==> src/ptts_pkg.sv <==
// ----------------------------------------------------------------------------
// ptts_pkg
// Shared types and codes of the periodic task tick scheduler: item structs,
// command kinds, task states, table entry and controller/datapath links.
// ----------------------------------------------------------------------------
package ptts_pkg;

    typedef enum logic [2:0] {
        KIND_TICK    = 3'd0,
        KIND_CREATE  = 3'd1,
        KIND_SUSPEND = 3'd2,
        KIND_RESUME  = 3'd3,
        KIND_DELETE  = 3'd4,
        KIND_DELAY   = 3'd5
    } kind_t;

    localparam logic [1:0] ST_READY     = 2'd0;
    localparam logic [1:0] ST_SUSPENDED = 2'd1;
    localparam logic [1:0] ST_DELETED   = 2'd2;

    localparam logic [3:0] MAX_RESULTS = 4'd8;

    typedef struct packed {
        logic [2:0]  kind;
        logic [3:0]  priority_req;
        logic [15:0] period;
        logic [15:0] start_count;
        logic [1:0]  initial_state;
        logic [31:0] hold_ticks;
    } in_t;

    typedef struct packed {
        logic       fired;
        logic [3:0] fire_prio;
        logic       accepted;
        logic       last;
    } out_t;

    typedef struct packed {
        logic [15:0] period;
        logic [15:0] countdown;
        logic [31:0] delay;
        logic [1:0]  state;
    } entry_t;

    typedef struct packed {
        logic cap;
        logic walk_step;
        logic cmd_exec;
        logic flush;
    } ctrl_cmd_t;

    typedef struct packed {
        logic in_tick;
        logic out_free;
        logic need_push;
        logic walk_end;
    } dp_status_t;

endpackage

==> src/ptts_ram.sv <==
// ----------------------------------------------------------------------------
// ptts_ram
// Generic single-write, single-read RAM with registered read data.
// ----------------------------------------------------------------------------
module ptts_ram #(
    parameter int WIDTH = 66,
    parameter int DEPTH = 8
) (
    input  logic                                 aclk,
    input  logic                                 we,
    input  logic [((DEPTH > 1) ? $clog2(DEPTH) : 1)-1:0] waddr,
    input  logic [WIDTH-1:0]                     wdata,
    input  logic                                 re,
    input  logic [((DEPTH > 1) ? $clog2(DEPTH) : 1)-1:0] raddr,
    output logic [WIDTH-1:0]                     rdata
);

    logic [WIDTH-1:0] mem [DEPTH];
    logic [WIDTH-1:0] rdata_reg;

    always_ff @(posedge aclk) begin
        if (we) begin
            mem[waddr] <= wdata;
        end
        if (re) begin
            rdata_reg <= mem[raddr];
        end
    end

    assign rdata = rdata_reg;

endmodule

==> src/ptts_ctrl.sv <==
// ----------------------------------------------------------------------------
// ptts_ctrl
// Controller of the scheduler: takes an item, then runs either one command
// read-modify-write or a walk over all task slots followed by a flush.
// ----------------------------------------------------------------------------
module ptts_ctrl
    import ptts_pkg::*;
(
    input  logic       aclk,
    input  logic       aresetn,
    input  logic       s_valid,
    output logic       s_ready,
    input  dp_status_t status,
    output ctrl_cmd_t  cmd
);

    typedef enum logic [1:0] {
        IDLE,
        CMD_EXEC,
        WALK,
        FLUSH
    } state_t;

    state_t state_reg, state_next;
    logic   ready_reg, ready_next;

    always_comb begin
        state_next = state_reg;
        cmd        = '0;
        unique case (state_reg)
            IDLE: begin
                if (s_valid && ready_reg) begin
                    cmd.cap    = 1'b1;
                    state_next = status.in_tick ? WALK : CMD_EXEC;
                end
            end
            CMD_EXEC: begin
                if (status.out_free) begin
                    cmd.cmd_exec = 1'b1;
                    state_next   = IDLE;
                end
            end
            WALK: begin
                if (!status.need_push || status.out_free) begin
                    cmd.walk_step = 1'b1;
                    if (status.walk_end) begin
                        state_next = FLUSH;
                    end
                end
            end
            FLUSH: begin
                if (status.out_free) begin
                    cmd.flush  = 1'b1;
                    state_next = IDLE;
                end
            end
            default: state_next = IDLE;
        endcase
        ready_next = (state_next == IDLE);
    end

    always_ff @(posedge aclk) begin
        if (!aresetn) begin
            state_reg <= IDLE;
            ready_reg <= 1'b0;
        end else begin
            state_reg <= state_next;
            ready_reg <= ready_next;
        end
    end

    assign s_ready = ready_reg;

endmodule

==> src/ptts_dp.sv <==
// ----------------------------------------------------------------------------
// ptts_dp
// Datapath of the scheduler: input register, task table memory with valid
// bits, slot update logic, pending firing and output register.
// ----------------------------------------------------------------------------
module ptts_dp
    import ptts_pkg::*;
#(
    parameter int TASKS = 8
) (
    input  logic       aclk,
    input  logic       aresetn,
    input  in_t        s_data,
    output out_t       m_data,
    output logic       m_valid,
    input  logic       m_ready,
    input  ctrl_cmd_t  cmd,
    output dp_status_t status
);

    localparam int SW = (TASKS > 1) ? $clog2(TASKS) : 1;
    localparam int EW = $bits(entry_t);

    in_t            in_reg;
    logic [SW-1:0]  cnt_reg;
    logic [3:0]     n_reg;
    logic           pend_valid_reg;
    logic [3:0]     pend_prio_reg;
    logic           m_valid_reg;
    out_t           m_data_reg;
    logic           rd_valid_reg;
    logic [TASKS-1:0] valid_reg;

    logic           rd_en, wr_en, push;
    logic [SW-1:0]  rd_addr, wr_addr;
    entry_t         wr_entry, rd_entry;
    logic [EW-1:0]  ram_q;
    out_t           push_data;

    logic [7:0]     s_prio_m1, in_prio_m1, walk_prio;
    logic [SW-1:0]  s_slot, in_slot;
    logic           cmd_ok;
    logic           out_free;

    // walk update
    logic           delay_zero, dec, fire, report;
    logic [1:0]     w_state;
    logic [15:0]    cd_m1;
    entry_t         walk_entry, cmd_entry;

    assign s_prio_m1  = {4'd0, s_data.priority_req} - 8'd1;
    assign in_prio_m1 = {4'd0, in_reg.priority_req} - 8'd1;
    assign s_slot     = s_prio_m1[SW-1:0];
    assign in_slot    = in_prio_m1[SW-1:0];
    assign walk_prio  = 8'(cnt_reg) + 8'd1;

    assign cmd_ok = (in_reg.kind != KIND_TICK) && (in_reg.kind <= KIND_DELAY)
                    && (in_reg.priority_req != 4'd0)
                    && ({4'd0, in_reg.priority_req} <= 8'(TASKS));

    assign out_free = !m_valid_reg || m_ready;
    assign rd_entry = rd_valid_reg ? entry_t'(ram_q) : '0;

    always_comb begin
        delay_zero = (rd_entry.delay == 32'd0);
        w_state    = delay_zero ? ST_READY : rd_entry.state;
        dec        = (rd_entry.period != 16'd0) && (w_state == ST_READY)
                     && (rd_entry.countdown != 16'd0);
        cd_m1      = rd_entry.countdown - 16'd1;
        fire       = dec && (cd_m1 == 16'd0);
        report     = fire && (n_reg < MAX_RESULTS);

        walk_entry.period    = rd_entry.period;
        walk_entry.delay     = delay_zero ? 32'd0 : rd_entry.delay - 32'd1;
        walk_entry.state     = w_state;
        walk_entry.countdown = fire ? rd_entry.period
                                    : (dec ? cd_m1 : rd_entry.countdown);
    end

    always_comb begin
        cmd_entry = rd_entry;
        case (in_reg.kind)
            KIND_CREATE: begin
                cmd_entry.period    = in_reg.period;
                cmd_entry.countdown = in_reg.start_count;
                cmd_entry.state     = in_reg.initial_state;
            end
            KIND_SUSPEND: cmd_entry.state = ST_SUSPENDED;
            KIND_RESUME: begin
                if (rd_entry.state == ST_SUSPENDED) begin
                    cmd_entry.state = ST_READY;
                end
            end
            KIND_DELETE: begin
                cmd_entry.period = 16'd0;
                cmd_entry.state  = ST_DELETED;
            end
            KIND_DELAY: begin
                cmd_entry.delay = in_reg.hold_ticks;
                cmd_entry.state = ST_SUSPENDED;
            end
            default: cmd_entry = rd_entry;
        endcase
    end

    assign status.in_tick   = (s_data.kind == KIND_TICK);
    assign status.out_free  = out_free;
    assign status.need_push = report && pend_valid_reg;
    assign status.walk_end  = (cnt_reg == SW'(TASKS - 1));

    assign rd_en    = cmd.cap || (cmd.walk_step && !status.walk_end);
    assign rd_addr  = cmd.cap ? (status.in_tick ? '0 : s_slot) : SW'(cnt_reg + 1'b1);
    assign wr_en    = cmd.walk_step || (cmd.cmd_exec && cmd_ok);
    assign wr_addr  = cmd.walk_step ? cnt_reg : in_slot;
    assign wr_entry = cmd.walk_step ? walk_entry : cmd_entry;
    assign push     = (cmd.walk_step && status.need_push) || cmd.cmd_exec || cmd.flush;

    always_comb begin
        push_data = '0;
        if (cmd.cmd_exec) begin
            push_data.accepted = cmd_ok;
            push_data.last     = 1'b1;
        end else if (cmd.flush) begin
            push_data.fired     = pend_valid_reg;
            push_data.fire_prio = pend_valid_reg ? pend_prio_reg : 4'd0;
            push_data.accepted  = 1'b1;
            push_data.last      = 1'b1;
        end else begin
            push_data.fired     = 1'b1;
            push_data.fire_prio = pend_prio_reg;
            push_data.accepted  = 1'b1;
        end
    end

    ptts_ram #(
        .WIDTH (EW),
        .DEPTH (TASKS)
    ) u_table (
        .aclk  (aclk),
        .we    (wr_en),
        .waddr (wr_addr),
        .wdata (wr_entry),
        .re    (rd_en),
        .raddr (rd_addr),
        .rdata (ram_q)
    );

    always_ff @(posedge aclk) begin
        if (cmd.cap) begin
            in_reg <= s_data;
        end
        if (push) begin
            m_data_reg <= push_data;
        end
        if (cmd.walk_step && report) begin
            pend_prio_reg <= walk_prio[3:0];
        end
    end

    always_ff @(posedge aclk) begin
        if (!aresetn) begin
            valid_reg      <= '0;
            rd_valid_reg   <= 1'b0;
            cnt_reg        <= '0;
            n_reg          <= '0;
            pend_valid_reg <= 1'b0;
            m_valid_reg    <= 1'b0;
        end else begin
            if (wr_en) begin
                valid_reg[wr_addr] <= 1'b1;
            end
            if (rd_en) begin
                rd_valid_reg <= valid_reg[rd_addr];
            end
            if (cmd.cap) begin
                cnt_reg        <= '0;
                n_reg          <= '0;
                pend_valid_reg <= 1'b0;
            end else if (cmd.walk_step) begin
                if (!status.walk_end) begin
                    cnt_reg <= SW'(cnt_reg + 1'b1);
                end
                if (report) begin
                    n_reg          <= n_reg + 4'd1;
                    pend_valid_reg <= 1'b1;
                end
            end else if (cmd.flush) begin
                pend_valid_reg <= 1'b0;
            end
            if (push) begin
                m_valid_reg <= 1'b1;
            end else if (m_ready) begin
                m_valid_reg <= 1'b0;
            end
        end
    end

    assign m_valid = m_valid_reg;
    assign m_data  = m_data_reg;

    a_push_when_free: assert property (@(posedge aclk) disable iff (!aresetn)
        push |-> out_free)
        else $error("result pushed while output register busy");

    a_count_bound: assert property (@(posedge aclk) disable iff (!aresetn)
        n_reg <= MAX_RESULTS)
        else $error("reported firing count above limit");

    a_flush_clears: assert property (@(posedge aclk) disable iff (!aresetn)
        cmd.flush |=> !pend_valid_reg)
        else $error("pending firing survived flush");

    a_idle_prio_zero: assert property (@(posedge aclk) disable iff (!aresetn)
        m_valid_reg && !m_data_reg.fired |-> m_data_reg.fire_prio == 4'd0)
        else $error("non-firing result carries a priority");

endmodule

==> src/periodic_task_tick_scheduler.sv <==
// ----------------------------------------------------------------------------
// periodic_task_tick_scheduler
// Periodic task scheduler with a priority-indexed task table, driven by
// tick and task command items.
// ----------------------------------------------------------------------------
// A command item (create, suspend, resume, delete, delay) returns one
// result. A tick item is taken, then the walk reads and updates each slot
// of the task table memory in priority order, and then the final result is
// given. Each firing gives one result (at most eight per tick, the final one
// marked last); a tick with no firing gives one result with fired low. A
// command, the walk and the final result wait while the result side holds
// off an earlier result. One item is in work at a time.
module periodic_task_tick_scheduler
    import ptts_pkg::*;
#(
    parameter int TASKS = 8
) (
    input  logic aclk,
    input  logic aresetn,
    input  logic s_valid,
    output logic s_ready,
    input  in_t  s_data,
    output logic m_valid,
    input  logic m_ready,
    output out_t m_data
);

    ctrl_cmd_t  cmd;
    dp_status_t status;

    ptts_ctrl u_ctrl (
        .aclk    (aclk),
        .aresetn (aresetn),
        .s_valid (s_valid),
        .s_ready (s_ready),
        .status  (status),
        .cmd     (cmd)
    );

    ptts_dp #(
        .TASKS (TASKS)
    ) u_dp (
        .aclk    (aclk),
        .aresetn (aresetn),
        .s_data  (s_data),
        .m_data  (m_data),
        .m_valid (m_valid),
        .m_ready (m_ready),
        .cmd     (cmd),
        .status  (status)
    );

endmodule

==> config.mk <==
export PLATFORM = sky130hd
export DESIGN_NAME = periodic_task_tick_scheduler
export DESIGN_NICKNAME = d
export VERILOG_FILES = /design/src/ptts_pkg.sv /design/src/ptts_ram.sv /design/src/ptts_ctrl.sv /design/src/ptts_dp.sv /design/src/periodic_task_tick_scheduler.sv
export SDC_FILE = /design/constraint.sdc
export NUM_CORES = 1
export LEC_CHECK = 0
export ABC_AREA = 1
export BUFFER_PORTS_ARGS = -buffer_cell sky130_fd_sc_hd__buf_2
export CAP_MARGIN = 40
export CORE_UTILIZATION = 40
export CTS_BUF_LIST = sky130_fd_sc_hd__clkbuf_8
export DETAILED_ROUTE_END_ITERATION = 12
export GPL_ROUTABILITY_DRIVEN = 0
export GPL_TIMING_DRIVEN = 0
export PLACE_DENSITY = 0.62
export SYNTH_ARGS = -nofsm -noshare
export SYNTH_HDL_FRONTEND = slang
export SYNTH_SLANG_ARGS = --single-unit
export TNS_END_PERCENT = 5
==> constraint.sdc <==
create_clock -name aclk -period 4.55 [get_ports aclk]
set_input_delay 0.2275 -clock aclk [delete_from_list [all_inputs] [get_ports aclk]]
set_output_delay 0.2275 -clock aclk [all_outputs]
set_load 0.02 [all_outputs]
After elaboration in Yosys (flattened, before gate mapping)
Memories as Yosys holds them, arrays and structs flattened. A register that Yosys moved wholly into a read port is not among the register bits.
Index checks and enable logic that the tools add are counted.
W data, S select, Z words.
- add/sub/neg operators: 7
- multipliers: 0
- divide/modulo/power cells: 0
- $lt $le $gt $ge: 6
- eq/ne operators: 11
- shifts and indexed selects: 0
- multiplexer cells: 42
- bitwise operators: 3
- reduce and logical (&&, ||, !) cells: 41
- operators by type and width (cell ; number):
    $mux W66 ; 2
    $mux W32 ; 2
    $mux W16 ; 3
    $logic_not A32 Y1 ; 1
    $pmux W16 S2 ; 1
    $reduce_bool A16 Y1 ; 2
    $sub A32 B1 Y32 const B ; 1
    $mux W1 ; 17
    $logic_not A16 Y1 ; 1
    $mux W2 ; 8
    $sub A16 B1 Y16 const B ; 1
    $logic_and A1 B1 Y1 ; 14
    $eq A3 B3 Y1 const B ; 3
    $mux W3 ; 3
    $lt A3 B4 Y1 const B ; 2
    $or A8 B8 Y8 ; 1
    $pmux W2 S4 ; 1
    $eq A3 B2 Y1 const B ; 2
    $logic_not A2 Y1 ; 3
    $logic_or A1 B1 Y1 ; 6
    $mux W6 ; 1
    $pmux W2 S3 ; 1
    $reduce_and A2 Y1 ; 3
    $reduce_or A2 Y1 ; 3
    other kinds (21) ; 28
- register bits: 105
- latch bits: 0
- bits in writable memories: 528
- ROM bits: 0
- input port bits: 77
- output and inout port bits: 9
- logic and storage cells: 130
- memories kept: 1
- memory list (name ; depth ; width ; read ports ; clocked after Yosys merged registers in ; write ports ; RTL line ; source):
    u_dp.u_table.mem ; 8 ; 66 ; 1 ; 1 ; 1 ; ptts_ram.sv:18 ; logic [WIDTH-1:0] mem [DEPTH];

Logic depth before layout (Yosys ltp)
- depth after elaboration: 19
- depth in mapped cells: 23
- mapped depth without buffers: 19

Cells and area by module
Synthesis repeated with hierarchy kept, for this count alone.
- cell total of the unflattened synthesis: 3303
- area total of the unflattened synthesis: 31891.8 sq um
- modules (own cells, without submodules) (module ; times used ; cells each ; area an instance (sq um) ; sequential area each (sq um)):
    ptts_ram ; 1 ; 2365 ; 24923.9 ; 17837.1
    ptts_dp ; 1 ; 911 ; 6796.5 ; 2882.8
    ptts_ctrl ; 1 ; 27 ; 171.4 ; 60.1

Worst setup path before layout
OpenSTA, ideal clock, no wires.
- path kind: reg2reg
- start point: reg u_dp.rd_valid_reg
- end point: mem u_dp.u_table.mem[0][0], enable pin
- setup time: 420 ps
- arrival time: 4135 ps
- data required time: 4130 ps
- path slack: -5 ps
- stages on the path, launching flop included: 23
- path buffers: 4
- clock period less this slack: 4555 ps
- cell sequence: dfxtp_1 -> buf_6 -> buf_6 -> buf_2 -> clkbuf_1 -> nand2_1 -> ha_1 -> nand2_1 -> nor2_1 -> nand2_2 -> nor2_4 -> nand2_2 -> nand2_1 -> nand2_1 -> nor2_4 -> nand2_2 -> nor2_4 -> nand4_4 -> nand3_1 -> nand2_1 -> nor2_1 -> nand2_1 -> inv_1
- word-level cells in the longest chain between the ends: 16
- elaborated cells on any way between the ends: 21
- those cells by class: 1 x add/sub; 7 x mux; 13 x reduce/logical
- ends and longest elaborated chain (item ; RTL line ; source):
    start: declaration ; ptts_dp.sv:31 ; logic rd_valid_reg;
    start signal: assignment ; ptts_dp.sv:173 ; rd_valid_reg <= valid_reg[rd_addr];
    $mux W66 (*) ; ptts_dp.sv:62 ; assign rd_entry = rd_valid_reg ? entry_t'(ram_q) : '0;
    parallel branches: the longest is 5 deep, another holds $sub A16 B1 Y16 ; -- ;
    $logic_and A1 B1 Y1 (*) ; ptts_dp.sv:70 ; fire = dec && (cd_m1 == 16'd0);
    $logic_and A1 B1 Y1 (*) ; ptts_dp.sv:71 ; report = fire && (n_reg < MAX_RESULTS);
    $logic_and A1 B1 Y1 (*) ; ptts_dp.sv:108 ; assign status.need_push = report && pend_valid_reg;
    $logic_not A1 Y1 (*) ; ptts_ctrl.sv:44 ; if (!status.need_push || status.out_free) begin
    $logic_or A1 B1 Y1 (*) ; ptts_ctrl.sv:44 ;
    $mux W1 (*) ; ptts_ctrl.sv:44 ;
    $mux W1 (*) ; ptts_ctrl.sv:30 ; unique case (state_reg)
    $logic_or A1 B1 Y1 ; ptts_dp.sv:113 ; assign wr_en = cmd.walk_step || (cmd.cmd_exec && cmd_ok);
    $mux W1 ; ptts_ram.sv:22 ; if (we) begin
    $mux W1 (not written as such) ; ptts_ram.sv:23 ; mem[waddr] <= wdata;
    end: declaration ; ptts_ram.sv:18 ;
Mark *: on every way between the ends.

Final worst setup path
- start point: reg u_dp.rd_valid_reg
- end point: mem u_dp.u_table.mem[0][22] (data pin)
- word-level cells in the longest chain between the ends: 14
- elaborated cells on any way between the ends: 21
- those cells by class: 2 x add/sub; 7 x mux; 12 x reduce/logical
- ends and longest elaborated chain (item ; RTL line ; source):
    $mux W66 (*) ; ptts_dp.sv:62 ;
    parallel branches: the longest is 12 deep, another holds $sub A16 B1 Y16 ; -- ;
    $mux W66 (*) ; ptts_dp.sv:115 ; assign wr_entry = cmd.walk_step ? walk_entry : cmd_entry;
    via u_dp.u_table.wdata[22] ; ptts_ram.sv:12 ; input logic [WIDTH-1:0] wdata,
Mark *: on every way through the listed nets, which the timed path passes.

==> impl_metrics.env <==
export IMPL_status="completed"
export IMPL_hold_viol_final=0
export IMPL_worst_pin_slew_ns=0.949
export IMPL_worstReg2RegStart="u_dp.rd_valid_reg$_SDFFE_PN0P_"
export IMPL_cp_data_arrival_time_ns=4.88
export IMPL_largest_register_ff_count=528
export IMPL_setup_violations_final=0
export IMPL_post_place_ws_ns=-1.07
export IMPL_final_wirelength_um=85800
export IMPL_ctsHtreeMaxLevel=3
export IMPL_layout_cell_area_non_filler_sq_um=34200
export IMPL_netlist_cell_type_count=41
export IMPL_min_delay_path_class="in -> reg"
export IMPL_root_buffer="sky130_fd_sc_hd__clkbuf_8"
export IMPL_die_height_um=271
export IMPL_ioPinCount=86
export IMPL_die_area_sq_um=73600
export IMPL_clock_sink_count=699
export IMPL_syn_nets=2553
export IMPL_grt_util_all_layers=0.232
export IMPL_row_count=98
export IMPL_hpwl_um=54500
export IMPL_clock_tree_buffer_depth=3
export IMPL_area_delta_synth_final_pct=18.0
export IMPL_postPlaceCellArea_sq_um=31000
export IMPL_worst_hold_slack_after_final_layout_ns=0.198
export IMPL_starting_density=0.405
export IMPL_synth_warnings=0
export IMPL_first_global_vias=20900
export IMPL_finClkSkew_ns=0.0427
export IMPL_synth_most_common_cell="sky130_fd_sc_hd__edfxtp_1"
export IMPL_r2r_end="u_dp.u_table.mem[0][22]$_DFFE_PP_"
export IMPL_critical_path_startpoint_type="flip-flop"
export IMPL_area_inside_the_core_boundary_sq_um=71600
export IMPL_yosys_area_share_simple=0.125
export IMPL_dieWidth_um=271
export IMPL_synth_ff_latch_count=699
export IMPL_post_drt_via_cell_ratio=5.56
export IMPL_numCtsBuffers=112
export IMPL_yosys_most_used_dff="sky130_fd_sc_hd__edfxtp_1"
export IMPL_crit_path_end_kind="flip-flop"
export IMPL_synthesized_cell_area_sq_um=29000
export IMPL_port_buffer_count=85
export IMPL_cts_tree="built"
export IMPL_timing_worst_setup_path_type="reg -> reg"
export IMPL_synth_enable_flop_cells=678
export IMPL_clk_pin_slew_worst_paths_ns=0.06
export IMPL_drt_pass1_iterations=5
export IMPL_reg2reg_slack_ns=0.1
export IMPL_insertion_delay_ns=0.74
export IMPL_holdPathStages=2
export IMPL_post_synth_xor_area_fraction=0.00966
export IMPL_share_of_the_synthesized_area_in_compound_gates_ao_oa_aoi_oai=0.112
export IMPL_synth_yosys_seq_area_share=0.716
export IMPL_drv_slew=0
export IMPL_setup_ws_ns=0.0958
export IMPL_vias=21200
export IMPL_leakage_nw=12.3
export IMPL_final_net_count=2852
export IMPL_post_synth_fa_ha_maj_area_fraction=0.00345
export IMPL_overflow=0
export IMPL_pin_count_of_the_biggest_net_entering_global_routing=42
export IMPL_postRouteAntennaNets=0
export IMPL_synth_top_family_by_area="simple AND/OR/NAND/NOR gates"
export IMPL_synth_top_cell_by_area="sky130_fd_sc_hd__edfxtp_1"
export IMPL_first_iter_violations=2421
export IMPL_drive_above_1_share=0.114
export IMPL_drt_drc_violations_left=0
export IMPL_timing_critical_path_fanout_max=19
export IMPL_antenna_found_initial=3
export IMPL_routedWlPerCell_um=22.5
export IMPL_final_period_utilization=0.979
export IMPL_final_min_clock_period_ns=4.45
export IMPL_grt_first_pass_wirelength_um=128000
export IMPL_hold_end="u_dp.in_reg[0]$_DFFE_PP_"
export IMPL_max_cap_viol_count=0
export IMPL_synth_async_sr_flop_share=0
export IMPL_max_clock_freq_ghz=0.225
export IMPL_syn_avg_cell_area_sq_um=11.8
export IMPL_post_synth_main_area_contributors="sky130_fd_sc_hd__edfxtp_1, sky130_fd_sc_hd__nor2_1, sky130_fd_sc_hd__o21ai_0, sky130_fd_sc_hd__nand2_1, sky130_fd_sc_hd__o22ai_1"
export IMPL_muxShareOfSynthArea=0
export IMPL_synth_top_cells_by_count="sky130_fd_sc_hd__edfxtp_1, sky130_fd_sc_hd__nor2_1, sky130_fd_sc_hd__o21ai_0"
export IMPL_rsz_0062_raised_after_global_routing="yes"
export IMPL_synth_cells=2468
export IMPL_req_time_crit_path_ns=4.97
export IMPL_cellPowerDensity_nw_per_um2=417
export IMPL_slew_headroom=0.367
export IMPL_vdd_ir_max_uv=199
export IMPL_worst_hold_startpoint="s_data[0]"
export IMPL_synth_top_cell_area_share=0.702
export IMPL_worst_r2r_path_depth=20
[how the worst max path moves through the flow]
| stage | from | to | slack (ns) | cells after the start |
|---|---|---|---|---|
| 2_1_floorplan | u_dp.rd_valid_reg$_SDFFE_PN0P_ | u_dp.u_table.mem[1][0]$_DFFE_PP_ | -0.005 | 22 |
| 3_3_place_gp | u_dp.rd_valid_reg$_SDFFE_PN0P_ | u_dp.u_table.mem[2][9]$_DFFE_PP_ | -3.10 | 23 |
| 3_5_place_dp | u_dp.rd_valid_reg$_SDFFE_PN0P_ | u_dp.u_table.mem[0][15]$_DFFE_PP_ | -1.07 | 23 |
| 4_1_cts | u_dp.rd_valid_reg$_SDFFE_PN0P_ | u_dp.u_table.mem[4][10]$_DFFE_PP_ | 0.05 | 20 |
| 5_1_grt | u_dp.rd_valid_reg$_SDFFE_PN0P_ | u_dp.u_table.mem[6][22]$_DFFE_PP_ | -0.1 | 20 |
| 6_report | u_dp.rd_valid_reg$_SDFFE_PN0P_ | u_dp.u_table.mem[0][22]$_DFFE_PP_ | 0.1 | 20 |
[area by class of cell]
| cell class | count | area [sq um] |
|---|---|---|
| repair inverters | 1 | 7.51 |
| repair buffers | 185 | 1640 |
| clock inverters | 91 | 621 |
| diodes | 2 | 5.00 |
| fillers | 6389 | 37400 |
| clock buffers | 113 | 1560 |
| flip-flops and latches | 699 | 20800 |
| inverters | 104 | 529 |
| plain buffers | 135 | 578 |
| well taps | 950 | 1190 |
| multi-input cells | 1529 | 7330 |
[cell families (layout without fill, tap and decap cells)]
family,Yosys count,count (layout)
adders and majority gates,8,8
AOI/OAI and AO/OA,578,578
buffers and inverters,240,629
and+or+nand+nor,911,911
xor gates and xnor gates,32,32
other,0,2
DFF,699,699
[placed cells by master, fill, tap and decap left out, drive strengths merged, types with 21 or more instances in the layout]
cell         count
clkbuf         225
dfxtp           21
nand3           49
xor2            24
dlygate4sd3     76
o22ai           94
nand2          286
buf            132
edfxtp         678
o21ai          372
a31oi           71
nor2           548
clkinv          49
inv            132
[critical path: stages, from the launching register on]
cell                       delay [ns]
sky130_fd_sc_hd__dfxtp_1         0.41
sky130_fd_sc_hd__buf_6           0.21
sky130_fd_sc_hd__buf_6           0.21
sky130_fd_sc_hd__clkbuf_4        0.23
sky130_fd_sc_hd__nand2_1         0.11
sky130_fd_sc_hd__ha_1            0.20
sky130_fd_sc_hd__nand2_1         0.10
sky130_fd_sc_hd__nor2_4          0.14
sky130_fd_sc_hd__nand2_4         0.10
sky130_fd_sc_hd__nor2_4          0.19
sky130_fd_sc_hd__nand2_4         0.12
sky130_fd_sc_hd__nand2_1         0.12
sky130_fd_sc_hd__nand2_1         0.09
sky130_fd_sc_hd__nor2_4          0.15
sky130_fd_sc_hd__nand2_2         0.08
sky130_fd_sc_hd__nor2_4          0.19
sky130_fd_sc_hd__nand4_4         0.19
sky130_fd_sc_hd__nand2_4         0.19
sky130_fd_sc_hd__inv_4           0.13
sky130_fd_sc_hd__buf_1           0.30
sky130_fd_sc_hd__o22ai_1         0.64
[routing by layer]
layer,global-route usage,vias to the layer above,share of wire
li1,-,9488,-
met1,0.307,10300,0.40
met2,0.378,1137,0.47
met3,0.0358,204,0.092
met4,0.103,2,0.039
met5,0,-,0.00015
[report_power, final]
part / switching (mW) / total (mW) / internal [mW] / leakage (nW)
sequential: 0.0490 / 7.30 / 7.25 / 6.42
clock: 2.51 / 5.29 / 2.78 / 1.24
combinational: 1.18 / 1.67 / 0.491 / 4.65
[through the flow]
stage / util / std cells / power [mW] / TNS, ns
finish: 0.478 / 3809 / 14.3 / 0
floorplan: - / 2468 / 8.40 / -2.54
global route: 0.478 / 3808 / 14.8 / -11.82
detailed placement: 0.433 / 3520 / 8.99 / -558.07
global placement: 0.428 / 3503 / 8.94 / -2157.21
CTS: 0.477 / 3806 / 14.3 / 0
[repair_timing]
action,CTS,global route
gates resized for setup,31,19
hold endpoints to repair,85,0
gates cloned,4,0
pin swaps,2,0
endpoints found under the setup margin,1130,749
setup buffers,3,0
hold buffers,76,0
Note: power is estimated with default switching activity, not from simulation.
